### src/rtl/dat_pkg.sv
// Package for the device address table: field widths, status codes, the stored
// entry layout, controller states and the command/status bundles between the
// controller and the datapath. Depends on nothing.
package dat_pkg;

  // Field widths of the transaction payloads.
  localparam int ID_W       = 22;
  localparam int APDU_W     = 16;
  localparam int NET_W      = 16;
  localparam int LEN_W      = 3;
  localparam int BYTES_W    = 48;
  localparam int RIDX_W     = 6;
  localparam int EIDX_W     = 6;
  localparam int ECNT_W     = 7;
  localparam int STATUS_W   = 3;

  // Number of address bytes that take part in the address comparison.
  localparam int ADDR_BYTES = 6;

  typedef enum logic {
    OP_ADD  = 1'b0,
    OP_READ = 1'b1
  } op_t;

  typedef enum logic [STATUS_W-1:0] {
    STATUS_ADDED      = 3'd0,
    STATUS_PRESENT    = 3'd1,
    STATUS_FULL       = 3'd2,
    STATUS_READ_OK    = 3'd3,
    STATUS_READ_EMPTY = 3'd4
  } status_t;

  // One stored table entry, without its multiple flag.
  typedef struct packed {
    logic [ID_W-1:0]    dev_id;
    logic [APDU_W-1:0]  apdu;
    logic [NET_W-1:0]   net;
    logic [LEN_W-1:0]   alen;
    logic [BYTES_W-1:0] addr;
    logic [LEN_W-1:0]   mlen;
    logic [BYTES_W-1:0] mac;
  } entry_t;

  typedef enum logic [1:0] {
    CS_IDLE,
    CS_SCAN,
    CS_READ,
    CS_DONE
  } ctrl_state_t;

  // Commands from the controller to the datapath.
  typedef struct packed {
    logic load_req;
    logic scan;
    logic read_issue;
    logic finish;
  } dp_cmd_t;

  // Status from the datapath to the controller.
  typedef struct packed {
    logic new_is_read;
    logic scan_found;
    logic scan_end;
    logic out_free;
  } dp_status_t;

  // Byte mask of the address bytes that are compared for a given length.
  function automatic logic [BYTES_W-1:0] addr_mask(input logic [LEN_W-1:0] len);
    logic [BYTES_W-1:0] m;
    m = '0;
    for (int b = 0; b < BYTES_W / 8; b++) begin
      if ((b < int'(len)) && (b < ADDR_BYTES)) begin
        m[b*8 +: 8] = 8'hFF;
      end
    end
    return m;
  endfunction

endpackage

### src/rtl/dat_ctrl.sv
// Controller state machine of the device address table.
// Depends on dat_pkg for the state type and the command/status bundles.
module dat_ctrl (
  input  logic                clk,
  input  logic                rst_n,
  input  logic                in_valid,
  output logic                in_ready,
  input  dat_pkg::dp_status_t status,
  output dat_pkg::dp_cmd_t    cmd
);

  dat_pkg::ctrl_state_t state_r;
  dat_pkg::ctrl_state_t state_nxt;

  // State register.
  always_ff @(posedge clk) begin
    if (!rst_n) begin
      state_r <= dat_pkg::CS_IDLE;
    end else begin
      state_r <= state_nxt;
    end
  end

  // Next state.
  always_comb begin
    state_nxt = state_r;
    case (state_r)
      dat_pkg::CS_IDLE: begin
        if (in_valid) begin
          state_nxt = status.new_is_read ? dat_pkg::CS_READ : dat_pkg::CS_SCAN;
        end
      end
      dat_pkg::CS_SCAN: begin
        if (status.scan_found || status.scan_end) begin
          state_nxt = dat_pkg::CS_DONE;
        end
      end
      dat_pkg::CS_READ: begin
        state_nxt = dat_pkg::CS_DONE;
      end
      dat_pkg::CS_DONE: begin
        if (status.out_free) begin
          state_nxt = dat_pkg::CS_IDLE;
        end
      end
      default: begin
        state_nxt = dat_pkg::CS_IDLE;
      end
    endcase
  end

  // Outputs decoded from the state. No transaction is taken while in reset.
  always_comb begin
    in_ready       = 1'b0;
    cmd.load_req   = 1'b0;
    cmd.scan       = 1'b0;
    cmd.read_issue = 1'b0;
    cmd.finish     = 1'b0;
    case (state_r)
      dat_pkg::CS_IDLE: begin
        in_ready     = rst_n;
        cmd.load_req = in_valid && rst_n;
      end
      dat_pkg::CS_SCAN: begin
        cmd.scan = 1'b1;
      end
      dat_pkg::CS_READ: begin
        cmd.read_issue = 1'b1;
      end
      dat_pkg::CS_DONE: begin
        cmd.finish = 1'b1;
      end
      default: begin
        in_ready = 1'b0;
      end
    endcase
  end

endmodule

### config.mk
export PLATFORM = sky130hd
export DESIGN_NAME = dat_ctrl
export DESIGN_NICKNAME = d
export VERILOG_FILES = /design/src/rtl/dat_pkg.sv /design/src/rtl/dat_ctrl.sv
export SDC_FILE = /design/constraint.sdc
export NUM_CORES = 1
export LEC_CHECK = 0
export BUFFER_PORTS_ARGS = -buffer_cell sky130_fd_sc_hd__buf_2
export CAP_MARGIN = 20
export CORE_AREA = 2 2 39 41
export CTS_BUF_LIST = sky130_fd_sc_hd__clkbuf_8
export CTS_CLUSTER_DIAMETER = 150
export DETAILED_ROUTE_END_ITERATION = 10
export DIE_AREA = 0 0 41 43
export GPL_ROUTABILITY_DRIVEN = 0
export PLACE_DENSITY_LB_ADDON = 0.1
export SLEW_MARGIN = 0
export SYNTH_ARGS = -nofsm -noshare
export SYNTH_HDL_FRONTEND = slang
export SYNTH_SLANG_ARGS = --single-unit
### constraint.sdc
create_clock -name clk -period 1.5 [get_ports clk]
set_clock_uncertainty 0.15 [all_clocks]
set_input_delay 0.075 -clock clk [delete_from_list [all_inputs] [get_ports clk]]
set_output_delay 0.075 -clock clk [all_outputs]
set_load 0.01 [all_outputs]
==> run metrics, run 1 <==
post-layout instance area=approximately 350 um2; count of TritonRoute iterations in the first routing pass=1; status=finished, final reports clean; buffers and inverters on the worst path=1; Compound-Gate Fraction of Synth Area=0.117; Chip Height=43 um; biggest registers after layout=state_r x2; number of routed nets with antenna violations=0; IO Count=12; TritonCTS clock tree=yes; stage delay of the slowest cell on the critical path=about 0.31 ns; hold crit path type=input pin to flip-flop; type of element launching the critical path=flip-flop; Yosys warning total=0; clock period minus worst slack=1.44 ns; power density relative to cell area=1990 nW/um2; setup repair after global routing missed its margin=yes; Power, Total=0.692 mW; number of violations reported at the end of detailed-routing iteration 0=0; Total Die Area=1760 um2; post-route non-filler standard cell count=55; total of fill cells in the finished design=around 160; post-synthesis area per instance=8.76 um2; Critical-path top delay cell=sky130_fd_sc_hd__dfxtp_2; Synth Area in XOR/XNOR=0; nets in the synthesized netlist=33; total of buffers placed on input and output ports=11; global-route wire length before repair=between 600 and 700 um; multiplexer fraction of the synthesized cell area=0.162; Hold Fails Final Rpt=0; number of standard cells after synthesis=22; pin count of the biggest net entering global routing=7; Clk pin slew, worst setup/hold paths=0.03 ns; most flop-heavy register=state_r; Arrival @ worst endpoint=between 1 and 1.5 ns; post-synth top area cell=sky130_fd_sc_hd__ha_1; number of rows created at floorplan=14; total clock buffers created by CTS=3; count of distinct cell types in the synthesized netlist=12; family of cells with the greatest summed delay on the critical path=flip-flops; sink count of the clock tree=2; dominant cells by area after synthesis=sky130_fd_sc_hd__ha_1 (26%), sky130_fd_sc_hd__dfxtp_1 (21%), sky130_fd_sc_hd__mux2i_1 (10%); post-detailed-route wirelength per cell=between 8 and 9 um; Worst Path Class, Setup=flip-flop to flip-flop; synthesized-area fraction occupied by and/or/nand/nor cells=0.195; sequential fraction of the synthesis area=0.208; post-synthesis instance area=roughly 190 um2; adder and majority gate portion of the synthesized area=0.260; antenna diode count=0; Clk Latency, worst-skew pair=roughly 0.21 ns; CTS Buffer Depth=2; upper clock frequency limit=roughly 0.69 GHz; core area=around 1400 um2; largest family of logic cells by synthesized area=adder cells; Post-route DRC=0; peak supply drop=0.583 mV; instance area at placement=290 um2; Max Transition Viols Final=0; placed cells=52; initial antenna violation count=0; final number of setup-violating endpoints=0; total global routing overflow=0; leakage power=around 0.18 nW; DP HPWL=360 um; Yosys top cell area share=0.260; initial core utilization=0.139; setup TNS=0 ns; Clock H-tree levels=1; nets@finish=52; relative max-transition margin=0.825; critical-path cell list=buf_4 -> ha_1 -> a221oi_4 -> mux2i_1; pin slew with the least headroom to its limit=roughly 0.26 ns; detail-routed via count per cell=roughly 3.8; horizontal die dimension=41 um; ratio of cells with drive above 1 in the final layout=0.538; Seq cells post-synth=2; via count of the first global-routing pass=200; count of vias placed by the detailed router=between 200 and 250; root buffer cell=sky130_fd_sc_hd__clkbuf_8; maxcap violations=0; relative area change from synthesis to final layout=80.5%; Routed WL=492 um; fin crit share=0.963; kind of end point of the critical path=flip-flop; max FFs per register=2; GR Util All Layers=0.0621; worst-path maximum fanout=3; data required time of the critical path=1.48 ns
cells by family (layout without fill, tap and decap cells):
kind of cell    count (synthesis)  after routing
simple gates                    8              8
fa+ha+maj                       4              4
mux                             3              3
buf+inv                         3             20
compound gates                  2              2
flops                           2              2
layout by cell type, fill, tap and decap left out:
cell,count
sky130_fd_sc_hd__mux2i_1,2
sky130_fd_sc_hd__o211ai_1,1
sky130_fd_sc_hd__nand2_1,4
sky130_fd_sc_hd__buf_4,3
sky130_fd_sc_hd__dfxtp_2,2
sky130_fd_sc_hd__clkbuf_8,3
sky130_fd_sc_hd__inv_1,3
sky130_fd_sc_hd__mux2_1,1
sky130_fd_sc_hd__ha_2,1
sky130_fd_sc_hd__nor2b_1,1
sky130_fd_sc_hd__buf_2,11
sky130_fd_sc_hd__ha_1,3
sky130_fd_sc_hd__nor2_1,1
sky130_fd_sc_hd__and3_1,1
sky130_fd_sc_hd__a221oi_4,1
sky130_fd_sc_hd__and2_1,1
Yosys cell counts:
cell                       number
sky130_fd_sc_hd__nand2_1        4
sky130_fd_sc_hd__nor2_1         1
sky130_fd_sc_hd__and3_1         1
sky130_fd_sc_hd__dfxtp_1        2
sky130_fd_sc_hd__mux2i_1        2
sky130_fd_sc_hd__mux2_1         1
sky130_fd_sc_hd__o211ai_1       1
sky130_fd_sc_hd__ha_1           4
sky130_fd_sc_hd__a221oi_2       1
sky130_fd_sc_hd__and2_1         1
sky130_fd_sc_hd__inv_1          3
sky130_fd_sc_hd__nor2b_1        1
repair_timing:
action                     CTS  global route
hold buffers                 0             0
cloned                       0             0
buffers inserted             0             0
setup endpoints to repair    2             4
resized for setup            2             2
path summary, 6_finish.rpt:
kind	depth (start not counted)	end	slack, ns	start
max	4	state_r[0]	0.06	state_r[0]
max reg2reg	4	state_r[0]	0.06	state_r[0]
min reg2reg	2	state_r[1]	0.33	state_r[1]
min	3	state_r[1]	0.02	rst_n
per-stage QoR:
| stage | hold slack (ns) | worst slack, ns | util |
|---|---|---|---|
| global placement | 0.253 | 0.0138 | 0.210 |
| detailed placement | 0.252 | 0.0146 | 0.210 |
| global route | 0.0383 | -0.0126 | 0.251 |
| floorplan | 0.0671 | 0.0966 | - |
| CTS | 0.0220 | 0.0377 | 0.242 |
| finish | 0.0193 | 0.0561 | 0.251 |
area by class of cell:
class	count	area, um2	share of cell area
multi-input combinational	17	155	0.446
inverter	3	11.3	0.0324
sequential	2	42.5	0.122
tap	16	20.0	0.0576
clock buffer	3	41.3	0.119
timing repair buffer	14	77.6	0.223
per-layer routing:
layer,part of all wire,wire length [um],GRT usage
met3,0.063,31,0.0157
met4,0,0,0.0800
met1,0.39,192,0.0573
met2,0.54,268,0.0906
met5,0,0,0
worst register-to-register path, cell delays in order, from the launching register on:
cell and delay [ns]:
sky130_fd_sc_hd__dfxtp_2 0.31, sky130_fd_sc_hd__buf_4 0.13, sky130_fd_sc_hd__ha_1 0.23, sky130_fd_sc_hd__a221oi_4 0.31, sky130_fd_sc_hd__mux2i_1 0.23
report_power, final:
group / leakage, nW / switching [mW] / internal (mW)
clock: 0.0216 / 0.0420 / 0.170
combinational: 0.146 / 0.173 / 0.204
sequential: 0.0172 / 0.0205 / 0.0834
(Power assumes the default switching activity.)
==> inputs of run 2 (changes only) <==
- RECOVER_POWER: not set -> 100
==> run metrics, run 2 (synthesized netlist as in run 1, its figures left out) <==
TritonCTS clock tree=yes; stage delay of the slowest cell on the critical path=just over 0.3 ns; final critical-path setup slack=approximately 0.054 ns; leakage power=~0.17 nW; cells on worst reg2reg path=4; count of buffers added by post-CTS timing repair for setup=0; Routed WL=496 um; DP HPWL=about 360 um; Gate power share=0.541; sink count of the clock tree=2; number of rows created at floorplan=14; kind of end point of the critical path=flip-flop; Switch Pwr=0.237 mW; total of buffers placed on input and output ports=11; Clock H-tree levels=1; tightest hold margin=roughly 0.019 ns; Critical Path Source=state_r[0]; horizontal die dimension=~41 um; Setup crit end=state_r[0]; number of routed nets with antenna violations=0; Arrival @ worst endpoint=~1.4 ns; reg-to-reg setup timing slack=about 0.054 ns; most used cells in the layout excluding fill and tap cells=sky130_fd_sc_hd__buf_2 (7), sky130_fd_sc_hd__nand2_1 (4); initial core utilization=0.139; Worst Path Class, Setup=flip-flop to flip-flop; Clk Latency, worst-skew pair=approximately 0.21 ns; IO Count=12; data required time of the critical path=1.48 ns; peak supply drop=~0.57 mV; RR Startpoint=state_r[0]; pin count of the biggest net entering global routing=7; most common cell after layout, fill and taps aside=sky130_fd_sc_hd__buf_2; total clock buffers created by CTS=3; Max Transition Viols Final=0; total global routing overflow=0; critical register-to-register path endpoint=state_r[0]; via count of the first global-routing pass=200; power density relative to cell area=2000 nW/um2; CTS Hold Bufs=0; Post-route DRC=0; detail-routed via count per cell=approximately 3.8; root buffer cell=sky130_fd_sc_hd__clkbuf_8; clock period minus worst slack=1.45 ns; switch share=0.345; count of vias placed by the detailed router=210; count of TritonRoute iterations in the first routing pass=1; status=finished, final reports clean; pin slew with the least headroom to its limit=approximately 0.26 ns; setup repair after global routing missed its margin=yes; Worst Setup Slack post-DPL=~0.015 ns; most flop-heavy register=state_r; share of total power in the clock network=0.308; global-route wire length before repair=just under 700 um; CTS Buffer Depth=2; total of fill cells in the finished design=approximately 170; Total Die Area=approximately 1800 um2; post-detailed-route wirelength per cell=around 9.0 um; maxcap violations=0; cell internal pwr=approximately 0.45 mW; type of element launching the critical path=flip-flop; end-of-flow core utilization=0.249; nets@finish=52; biggest registers after layout=state_r x2; relative max-transition margin=0.825; max FFs per register=2; Clk pin slew, worst setup/hold paths=~0.03 ns; GR Util All Layers=0.0621; core area=between 1000 and 1500 um2; final number of setup-violating endpoints=0; worst-path maximum fanout=3; initial antenna violation count=0; part of the power in registers=0.151; hold crit path type=input pin to flip-flop; Critical-path top delay cell=sky130_fd_sc_hd__dfxtp_2; number of violations reported at the end of detailed-routing iteration 0=0; upper clock frequency limit=around 0.69 GHz; setup TNS=0 ns; ratio of cells with drive above 1 in the final layout=0.462; critical-path cell list=buf_4 -> ha_1 -> a221oi_4 -> mux2i_1; Chip Height=roughly 43 um; antenna diode count=0; relative area change from synthesis to final layout=78.6%; fin crit share=0.964; Hold Fails Final Rpt=0; Power, Total=0.687 mW
## run 2: cell types whose count changed in the layout (fill, tap and decap cells not counted)
cell and delta:
sky130_fd_sc_hd__clkbuf_1 +3, sky130_fd_sc_hd__buf_2 -4, sky130_fd_sc_hd__clkbuf_2 +1
## run 2: per-layer routing
layer | global-route usage | part of all wire | vias up
met5 | 0 | 0 | -
met4 | 0.0800 | 0 | 0
met3 | 0.0157 | 0.063 | 0
met2 | 0.0906 | 0.54 | 7
met1 | 0.0573 | 0.40 | 96
li1 | - | - | 107
## run 2: timing repair
action	in CTS	in global routing
setup endpoints to repair	2	4
gates resized for setup	2	2
pin swaps	0	0
endpoints found under the hold margin	0	0
## run 2: how the worst min path moves through the flow
| stage | end | cells after the start | startpoint |
|---|---|---|---|
| floorplan | state_r[1] | 2 | rst_n |
| global placement | state_r[1] | 3 | rst_n |
| detailed placement | state_r[1] | 3 | rst_n |
| CTS | state_r[1] | 3 | rst_n |
| global route | state_r[0] | 3 | rst_n |
| finish | state_r[1] | 3 | rst_n |
## run 2: through the flow
step	instance area, um2	cells
final	344	55
after global routing	344	55
after CTS	335	55
after detailed placement	290	52
after global placement	290	52
after floorplan	193	22
## run 2: critical path: cells and delay by family, from the launching register on
kind | cells | cell delay (ns)
buf+inv | 1 | 0.13
mux | 1 | 0.23
fa+ha+maj | 1 | 0.23
flops | 1 | 0.31
compound gates | 1 | 0.31
## run 2: area by class of cell
type	instances	area (um2)	share of cell area
sequential	2	42.5	0.124
inverter	3	11.3	0.0327
multi-input combinational	17	155	0.451
clock buffer	3	41.3	0.120
tap	16	20.0	0.0582
timing repair buffer	14	73.8	0.215
## run 2: power groups by stage
stage               Sequential, mW  Combinational [mW]  Clock [mW]
floorplan                   0.0978               0.209           0
global placement            0.0999               0.350           0
detailed placement          0.0996               0.346           0
CTS                          0.101               0.352       0.222
global route                 0.105               0.420       0.222
finish                       0.104               0.372       0.212
